## src/rtl/core/lfe_pkg.sv

```systemverilog
// shared constants, types and helpers for the toroidal life automaton
package lfe_pkg;

  localparam int MAX_COLS = 64;
  localparam int MAX_ROWS = 64;
  localparam int COL_W    = $clog2(MAX_COLS);
  localparam int ROW_W    = $clog2(MAX_ROWS);
  localparam int SIZE_W   = 7;
  localparam int CMD_W    = 2;
  localparam int CNT_W    = 4;

  localparam logic [SIZE_W-1:0] MIN_SIZE = SIZE_W'(3);

  typedef logic [MAX_COLS-1:0] row_t;

  typedef enum logic [CMD_W-1:0] {
    CMD_WRITE = 2'd0,
    CMD_STEP  = 2'd1,
    CMD_READ  = 2'd2,
    CMD_NOP   = 2'd3
  } cmd_t;

  typedef enum logic {
    CFG_WIDTH  = 1'b0,
    CFG_HEIGHT = 1'b1
  } cfg_idx_t;

  // clamp a size register into the supported range
  function automatic logic [SIZE_W-1:0] eff_size(input logic [SIZE_W-1:0] r,
                                                 input logic [SIZE_W-1:0] lim);
    logic [SIZE_W-1:0] s;
    if (r < MIN_SIZE) begin
      s = MIN_SIZE;
    end else if (r > lim) begin
      s = lim;
    end else begin
      s = r;
    end
    return s;
  endfunction

endpackage

```

## src/rtl/core/lfe_row_unit.sv

```systemverilog
// next-generation row from the old rows above, at and below, wrapped at width
module lfe_row_unit (
  input  lfe_pkg::row_t                    above,
  input  lfe_pkg::row_t                    center,
  input  lfe_pkg::row_t                    below,
  input  logic [lfe_pkg::SIZE_W-1:0]       width,
  output lfe_pkg::row_t                    next_row
);

  logic [lfe_pkg::COL_W-1:0] last_col;

  assign last_col = lfe_pkg::COL_W'(width - lfe_pkg::SIZE_W'(1));

  for (genvar x = 0; x < lfe_pkg::MAX_COLS; x++) begin : g_cell
    logic [lfe_pkg::COL_W-1:0] lx;
    logic [lfe_pkg::COL_W-1:0] rx;
    logic [lfe_pkg::CNT_W-1:0] cnt;
    logic                      self_alive;
    logic                      born;

    // wrap neighbours at the width in use
    assign lx = (x == 0) ? last_col : lfe_pkg::COL_W'(x - 1);
    assign rx = (lfe_pkg::SIZE_W'(x + 1) == width) ? '0 : lfe_pkg::COL_W'(x + 1);

    assign self_alive = center[x];
    assign cnt = lfe_pkg::CNT_W'(above[lx]) + lfe_pkg::CNT_W'(above[x])
               + lfe_pkg::CNT_W'(above[rx]) + lfe_pkg::CNT_W'(center[lx])
               + lfe_pkg::CNT_W'(center[rx]) + lfe_pkg::CNT_W'(below[lx])
               + lfe_pkg::CNT_W'(below[x]) + lfe_pkg::CNT_W'(below[rx]);
    assign born = (cnt == lfe_pkg::CNT_W'(3))
               || ((cnt == lfe_pkg::CNT_W'(2)) && self_alive);

    // columns beyond the width keep their old value
    assign next_row[x] = (lfe_pkg::SIZE_W'(x) < width) ? born : self_alive;
  end

endmodule

```

## config.mk

```make
export PLATFORM = sky130hd
export DESIGN_NAME = lfe_row_unit
export DESIGN_NICKNAME = d
export VERILOG_FILES = /design/src/rtl/core/lfe_pkg.sv /design/src/rtl/core/lfe_row_unit.sv
export SDC_FILE = /design/constraint.sdc
export NUM_CORES = 1
export LEC_CHECK = 0
export ABC_AREA = 0
export BUFFER_PORTS_ARGS = -buffer_cell sky130_fd_sc_hd__buf_2
export CAP_MARGIN = 0
export CELL_PAD_IN_SITES_DETAIL_PLACEMENT = 1
export CELL_PAD_IN_SITES_GLOBAL_PLACEMENT = 2
export CORE_ASPECT_RATIO = 0.5
export CORE_MARGIN = 2
export CORE_UTILIZATION = 29
export DETAILED_ROUTE_END_ITERATION = 8
export PLACE_DENSITY_LB_ADDON = 0.1
export RECOVER_POWER = 50
export SYNTH_ARGS = -nofsm -noshare
export SYNTH_HDL_FRONTEND = slang
export SYNTH_SLANG_ARGS = --single-unit
```

## constraint.sdc

```tcl
create_clock -name vclk -period 10.16
set_input_delay 0 -clock vclk [all_inputs]
set_output_delay 0 -clock vclk [all_outputs]
set_load 0.02 [all_outputs]
```

==> flow_summary.toml <==
[worst_setup_path]
path_class = "input port to output port"
crit_path_end_kind = "output port"
worstSetupEndpoint = "next_row[0]"
startpoint_type = "input port"
arrival_ps = 7580
worstPathRequired_ps = 10160
critPathMaxFanout = 27
crit_start = "width[0]"

[synthesis]
synth_cell_types = 52
syn_area_um2 = 16020
synth_seq_area_share_pct = 0
synth_nets = 2515
synthCells = 1864
syn_area_per_cell_um2 = 8.594
ys_warn_count = 0

[route]
drt_iter0_markers = 691
drc = 0
vias_per_cell = 5.014
routed_wl_mm = 61.48
antenna_left = 0
firstDrtPassIters = 5
post_drt_wl_per_cell_um = 21.75
vias = 14170

[status]
violations = "capacitance limit, slew limit"
outcome = "complete, but fails checks"

[die]
start_util_pct = 29.60
ios = 263
fp.coreArea_um2 = 54130
rows = 60
die_w_um = 336.4
die_h_um = 170.2
dieArea_um2 = 57250

[placement]
gp_congestion = 0.9029
numPortBuffers = 263
preCtsSetupSlack_ps = 4329
place_inst = 2825
dp_hpwl_mm = 53.48

[power]
ir_drop_v = 0.00003999
p_sw_share_pct = 59.41
comb_power_share_pct = 100.0
intPower_mw = 0.6741
p_sw_mw = 0.9868
power_leakage_nw = 8.647
totalPowerFinal_mw = 1.661
clock_power_share_pct = 0
share_seq_of_total_power_pct = 0
p_per_area_nw_per_um2 = 91.91

[clocking]
cts-resized-gates = 0
cts_setup_buffers = 0
holdBufCountCts = 0

[global_route]
grt_max_degree = 50
grt.overflow.total = 0
antenna_found_initial = 5
grt_pass1_wl_mm = 94.52
grt.total_usage_pct = 21.76
grt_pass1_vias = 15200

[finish]
nets = 2734
multiInputGateArea_um2 = 14120
clock_buffers = 0
register_area_um2 = 0
area_growth_pct = 12.80
fillers = 6537
fin_cells = 2827
final_common_cell = "inv_1"
n_sequential_cell = 0
most-common-layout-cells = "inv_1 (430), fa_1 (256), buf_2 (239)"
final_layout_size_suffix_gt1_share_pct = 17.20

[sta]
setup_viol = 0
post-route-min-period_ps = 7584
period_share_pct = 74.65
setup-tns-final_ps = 0
fmax_ghz = 0.1319
maxSlewHeadroom_pct = -47.80
hold_viol_final = 0
rsz0062_at_grt = "false"
worst_pin_slew_ps = 2217
report.final.slew_viol_count = 60
hold_ws_ps = 423.6
layout_setup_ws_ps = 2576

[run]
drv_cap = 3

[hold_path]
min_path_type = "input port to output port"
-- routing by layer --
layer	vias to the layer above	global-route usage [%]	share of wire (%)
li1	6600	-	-
met1	7279	30.70	47
met2	271	36.66	47
met3	22	3.191	5.2
met4	2	1.443	0.68
met5	-	0.5106	0.075
-- cell families after synthesis --
family / synth area share, %
buffers and inverters: 11.84
muxes: 17.39
xor gates and xnor gates: 0.3827
adders and majority gates: 47.30
and+or+nand+nor: 10.17
AOI/OAI and AO/OA: 12.92
-- through the flow --
step | instance area, um2 | utilization [%]
4_1_cts | 18120 | 33.48
3_3_place_gp | 18120 | 33.48
3_5_place_dp | 18120 | 33.48
2_1_floorplan | 16020 | -
5_1_grt | 18070 | 33.38
6_report | 18070 | 33.38
-- worst min path at each step --
stage	startpoint	endpoint	slack [ps]	depth (start not counted)
2_1_floorplan	center[56]	next_row[56]	200	2
3_3_place_gp	center[61]	next_row[61]	430	4
3_5_place_dp	center[58]	next_row[58]	420	4
4_1_cts	center[58]	next_row[58]	420	4
5_1_grt	center[44]	next_row[44]	450	4
6_report	center[61]	next_row[61]	420	4
-- power groups by stage --
stage	logic [mW]	registers (mW)	clock network (mW)
final	1.66	0	0.0000000264
after detailed placement	1.69	0	0
after global routing	1.93	0	0.0000000263
after floorplan	1.15	0	0
after global placement	1.66	0	0
after CTS	1.70	0	0
-- synth_stat cells, drive strengths merged (2+ instances only) --
cell       n  area [um2]
inv      430        1614
fa       256        5125
ha       196        2452
a21oi    166       830.8
nor2     116       435.4
mux2i    114        1141
nand2    113       424.2
o21ai     67       335.3
mux4      50        1126
mux2      46       518.0
nand3     43       215.2
clkbuf    41       153.9
a2111oi   38       339.1
a21o      27       202.7
nand2b    27       168.9
o21a      26       195.2
buf       21       125.1
nor2b     19       118.9
nor3       7       46.30
nand4      6       37.54
or2        6       37.54
nor4       5       31.28
a31oi      4       25.02
and3       4       25.02
xnor2      4       35.03
nor3b      3       27.52
o22a       3       26.28
o22ai      3       18.77
xor2       3       26.28
a2bb2oi    2       17.52
a31o       2       17.52
nand3b     2       15.01
o31ai      2       15.01
or3        2       12.51
-- final cells by class --
cell class                 count  share of cell area (%)
antenna                        2                 0.02770
multi-input combinational   1371                   78.17
inverter                     431                   8.953
tap                          744                   5.152
timing repair buffer         279                   7.700
-- critical path, stage by stage --
cell	delay [ps]
clkbuf_1	1430
inv_1	400
ha_1	1390
buf_4	540
mux4_2	560
mux2i_1	330
a21oi_1	80
nor4_1	220
o32a_1	230
fa_1	450
fa_1	550
inv_1	40
ha_1	220
fa_1	380
o21ai_0	190
nand2_1	80
a21oi_1	230
buf_2	210
Note: power is estimated with default switching activity, not from simulation.
