==> src/rtl/core/lfe_pkg.sv <==
// shared constants, types and helpers for the toroidal life automaton
package lfe_pkg;

  localparam int MAX_COLS = 64;
  localparam int MAX_ROWS = 64;
  localparam int COL_W    = $clog2(MAX_COLS);
  localparam int ROW_W    = $clog2(MAX_ROWS);
  localparam int SIZE_W   = 7;
  localparam int CMD_W    = 2;
  localparam int CNT_W    = 4;

  localparam logic [SIZE_W-1:0] MIN_SIZE = SIZE_W'(3);

  typedef logic [MAX_COLS-1:0] row_t;

  typedef enum logic [CMD_W-1:0] {
    CMD_WRITE = 2'd0,
    CMD_STEP  = 2'd1,
    CMD_READ  = 2'd2,
    CMD_NOP   = 2'd3
  } cmd_t;

  typedef enum logic {
    CFG_WIDTH  = 1'b0,
    CFG_HEIGHT = 1'b1
  } cfg_idx_t;

  // clamp a size register into the supported range
  function automatic logic [SIZE_W-1:0] eff_size(input logic [SIZE_W-1:0] r,
                                                 input logic [SIZE_W-1:0] lim);
    logic [SIZE_W-1:0] s;
    if (r < MIN_SIZE) begin
      s = MIN_SIZE;
    end else if (r > lim) begin
      s = lim;
    end else begin
      s = r;
    end
    return s;
  endfunction

endpackage

==> src/rtl/core/lfe_grid_store.sv <==
// row memory of the grid, one row write and one registered row read per cycle
module lfe_grid_store (
  input  logic                       clk,
  input  logic                       rst,
  input  logic [lfe_pkg::ROW_W-1:0]  rd_addr,
  output lfe_pkg::row_t              rd_data,
  input  logic                       wr_en,
  input  logic [lfe_pkg::ROW_W-1:0]  wr_addr,
  input  lfe_pkg::row_t              wr_data
);

  lfe_pkg::row_t                     mem [lfe_pkg::MAX_ROWS];
  logic [lfe_pkg::MAX_ROWS-1:0]      row_valid;
  lfe_pkg::row_t                     rd_raw;
  logic                              rd_valid;

  always_ff @(posedge clk) begin
    if (wr_en) begin
      mem[wr_addr] <= wr_data;
    end
    rd_raw <= mem[rd_addr];
  end

  // a row never written since reset reads as all dead
  always_ff @(posedge clk) begin
    if (rst) begin
      row_valid <= '0;
      rd_valid  <= 1'b0;
    end else begin
      if (wr_en) begin
        row_valid[wr_addr] <= 1'b1;
      end
      rd_valid <= row_valid[rd_addr];
    end
  end

  assign rd_data = rd_valid ? rd_raw : '0;

endmodule

==> config.mk <==
export PLATFORM = sky130hd
export DESIGN_NAME = lfe_grid_store
export DESIGN_NICKNAME = d
export VERILOG_FILES = /design/src/rtl/core/lfe_pkg.sv /design/src/rtl/core/lfe_grid_store.sv
export SDC_FILE = /design/constraint.sdc
export NUM_CORES = 2
export LEC_CHECK = 0
export ABC_CLOCK_PERIOD_IN_PS = 10100
export BUFFER_PORTS_ARGS = -buffer_cell sky130_fd_sc_hd__clkbuf_2
export CAP_MARGIN = 20
export CORE_AREA = 2 2 620 745
export CTS_CLUSTER_SIZE = 25
export DETAILED_ROUTE_END_ITERATION = 12
export DIE_AREA = 0 0 622 747
export PLACE_DENSITY = 0.54
export RECOVER_POWER = 50
export SYNTH_ARGS = -nofsm -noshare
export SYNTH_HDL_FRONTEND = slang
export SYNTH_SLANG_ARGS = --single-unit
==> constraint.sdc <==
create_clock -name clk -period 10.1 [get_ports clk]
set_clock_uncertainty 0.05 [all_clocks]
set_input_delay 1.01 -clock clk [delete_from_list [all_inputs] [get_ports clk]]
set_output_delay 1.01 -clock clk [all_outputs]
set_load 0.01 [all_outputs]
==> summary.md <==
| Metric | Value |
|---|---|
| CP cell instances | `clkbuf_2, nor2b_1, nand2_1, nor2_1, buf_4, buf_4` |
| Final #Nets | `7497` |
| Clk sinks | `4225` |
| Core ar. | `457000 sq um` |
| Largest stage delay, worst path | `1670 ps` |
| Simple-gate area share of the yosys netlist | `0.0155` |
| Pins over their slew limit | `3716` |
| Row count | `272` |
| Worst-margin pin slew | `3410 ps` |
| Routability cong. | `0.762` |
| Routed wire per std cell | `approximately 33 um` |
| Flop2flop setup slack | `8080 ps` |
| Number of synthesized register bits | `about 4200` |
| Leak pwr | `56.3 nW` |
| Setup Fix Bufs, Post-CTS | `0` |
| Die area | `465000 sq um` |
| Yosys warnings | `0` |
| # setup viols final | `0` |
| Final ANT Viol Nets | `0` |
| Largest net degree at the start of global routing | `119` |
| Distinct cells, synth | `42` |
| CTS tree | `done` |
| CP arrival | `5250 ps` |
| CTS Hold Buffers Added | `0` |
| Post-Synth Adder-Cell Area | `0` |
| Port Buf Inserts | `about 140` |
| Routed WL | `462000 um` |
| Mux cell area share after synthesis | `0.167` |
| Critical path's most frequent cell | `buf_4` |
| WS Path Type | `in -> reg` |
| Post-CTS resize count | `0` |
| Syn Std Cell Area | `160000 sq um` |
| Fmax | `around 210 MHz` |
| Gr ovfl total | `0` |
| VDD IR max | `0.000136 V` |
| Die H | `between 700 and 800 um` |
| Post-Syn Area per Cell | `22.9 sq um` |
| Dpl ws | `5150 ps` |
| Fin crit period | `4700 ps` |
| Syn_nets | `7062` |
| Crit path launch type | `input pin` |
| Power density over cell area | `200 nW/um^2` |
| Total track usage | `0.195` |
| DR vias | `76800` |
| Endpoints failing hold | `0` |
| Via density | `5.56` |
| Iteration-0 DRC Markers | `9106` |
| Initial Util | `0.350` |
| Critical-path top delay cell | `nor2_1` |
| Num CTS Buffers | `roughly 400` |
| Max-slew headroom | `-1.27` |
| Class of the worst hold path | `in -> reg` |
| H-tree Lvls | `5` |
| Vias in the first global route | `78500` |
| DRC errors left | `0` |
| Area added between synthesis and finish | `13.9%` |
| Crit-path max FO | `30` |
| Fin util | `0.398` |
| CTS max path bufs | `4` |
| Layout cell share with drive strength beyond 1 | `0.266` |
| Fin Hold WS | `~290 ps` |
| Clock slew at reported path FFs | `70 ps` |
| Chip Width | `622 um` |
| Post-Synth XOR/XNOR Area | `0` |
| Setup ws final | `5400 ps` |
| Final Cycle Share | `0.465` |
| Most used DFF post-synth | `edfxtp_1` |
| Outcome | `finished with violations` |
| RSZ-0062 raised after global routing | `no` |
| Synth top area share | `0.770` |
| Post-synth EDFFs | `4096` |
| Max-cap violations | `72` |
| Largest area contributor in the netlist | `edfxtp_1` |
| Asr flop ratio synth | `0` |
| Clk Latency, worst-skew pair | `around 1000 ps` |
| Synth area leaders | `edfxtp_1, mux4_2, mux2i_1` |
| CP Capture Type | `flop` |
| Combinational family with the most area after synthesis | `multiplexers` |
| Syn Inst Count | `6983` |
| Final Power | `36.4 mW` |
| Placed wire-length estimate | `roughly 250000 um` |
| Clock Tree Root | `clkbuf_16` |
| First-pass GRT wire length | `approximately 640000 um` |
| Sequential area share after synthesis | `0.786` |
| DRT Pass-1 Iters | `6` |
| IO Pins | `143` |
| Violated checks | `capacitance limit, slew limit` |
| Setup TNS | `0 ps` |
| CP required | `roughly 11000 ps` |
| Synth Area in Compound Gates | `0.0191` |
| Initial antenna violation count | `48` |
-- path summary, 6_finish.rpt --
path	start	endpoint	depth (start not counted)
worst max-delay path	wr_en	mem[33][8]$_DFFE_PP_	6
worst min-delay path	wr_data[7]	mem[49][7]$_DFFE_PP_	1
worst max register to register	mem[53][49]$_DFFE_PP_	rd_raw[49]$_DFF_P_	4
worst min register to register	row_valid[61]$_SDFFE_PP0P_	row_valid[61]$_SDFFE_PP0P_	2
-- critical path, delay by kind of cell --
family	cells	cell delay, ps
and+or+nand+nor	3	2420
buffers and inverters	3	1630
-- through the flow --
stage	area [sq um]	std cells
after floorplan	160000	6983
after global placement	168000	13000
after detailed placement	169000	13000
after CTS	182000	13700
after global routing	182000	13800
final	182000	13800
-- cell families after synthesis --
| kind of cell | count (synthesis) |
|---|---|
| flops | 4225 |
| compound gates | 407 |
| buf+inv | 394 |
| simple gates | 534 |
| mux | 1423 |
-- layout make-up --
type	instances	area, sq um
clock inverters	224	2420
repair buffers	421	2750
diodes	24	60.1
multi-input cells	2364	32700
inverters	1	3.75
flip-flops and latches	4225	126000
fillers	40100	275000
clock buffers	525	10900
well taps	6028	7540
-- metal layers --
metal / GRT usage / wire [um] / vias to the layer above
li1: - / - / 30600
met3: 0.0317 / 31700 / 668
met2: 0.341 / 237000 / 3063
met1: 0.252 / 181000 / 42500
met5: 0 / 98 / -
met4: 0.0496 / 12500 / 16
-- synth_stat cells (all sizes together), types with 3 or more instances --
cell type / number
clkbuf: 155
a31oi: 11
mux2: 111
o221ai: 70
nand3b: 3
a221o: 30
mux2i: 331
buf: 238
o221a: 30
nor2b: 7
nand2: 13
edfxtp: 4096
nand3: 7
nor3: 52
and2: 66
o21ai: 34
dfxtp: 129
or3b: 3
nor2: 318
a21oi: 34
mux4: 981
nand2b: 17
o21ba: 4
or2: 12
nor4: 24
or3: 3
a221oi: 50
o22ai: 140
-- registers in the layout, indices dropped and copies added, names as in the netlist --
signal / cells
mem: 4096
rd_raw: 64
row_valid: 64
rd_valid: 1
-- where the power goes --
part	internal, mW	total [mW]	switching [mW]	leakage, nW
registers	19.4	19.5	0.0954	37.9
clock network	8.62	15.3	6.69	6.52
logic	0.597	1.60	1.01	11.9
-- layout by cell type, fill, tap and decap left out, types with 8 or more instances in the layout --
master / instances
edfxtp_1: 4096
mux4_2: 981
clkbuf_16: 407
mux2i_1: 331
nor2_1: 259
clkbuf_1: 220
buf_4: 188
o22ai_1: 140
dfxtp_1: 128
mux2_2: 111
clkbuf_2: 79
clkinv_2: 75
o221ai_1: 70
clkinv_1: 70
and2_1: 66
nor2_4: 58
a221oi_1: 50
nor3_1: 48
bufinv_16: 37
o21ai_0: 34
a21oi_1: 34
a221o_1: 30
o221a_1: 30
clkbuf_8: 29
diode_2: 24
nor4_1: 24
buf_12: 18
nand2b_1: 15
or2_2: 11
nand2_1: 11
a31oi_1: 11
clkinv_16: 9
clkinvlp_4: 9
inv_16: 8
No activity file was read; power rests on OpenSTA's default activity.
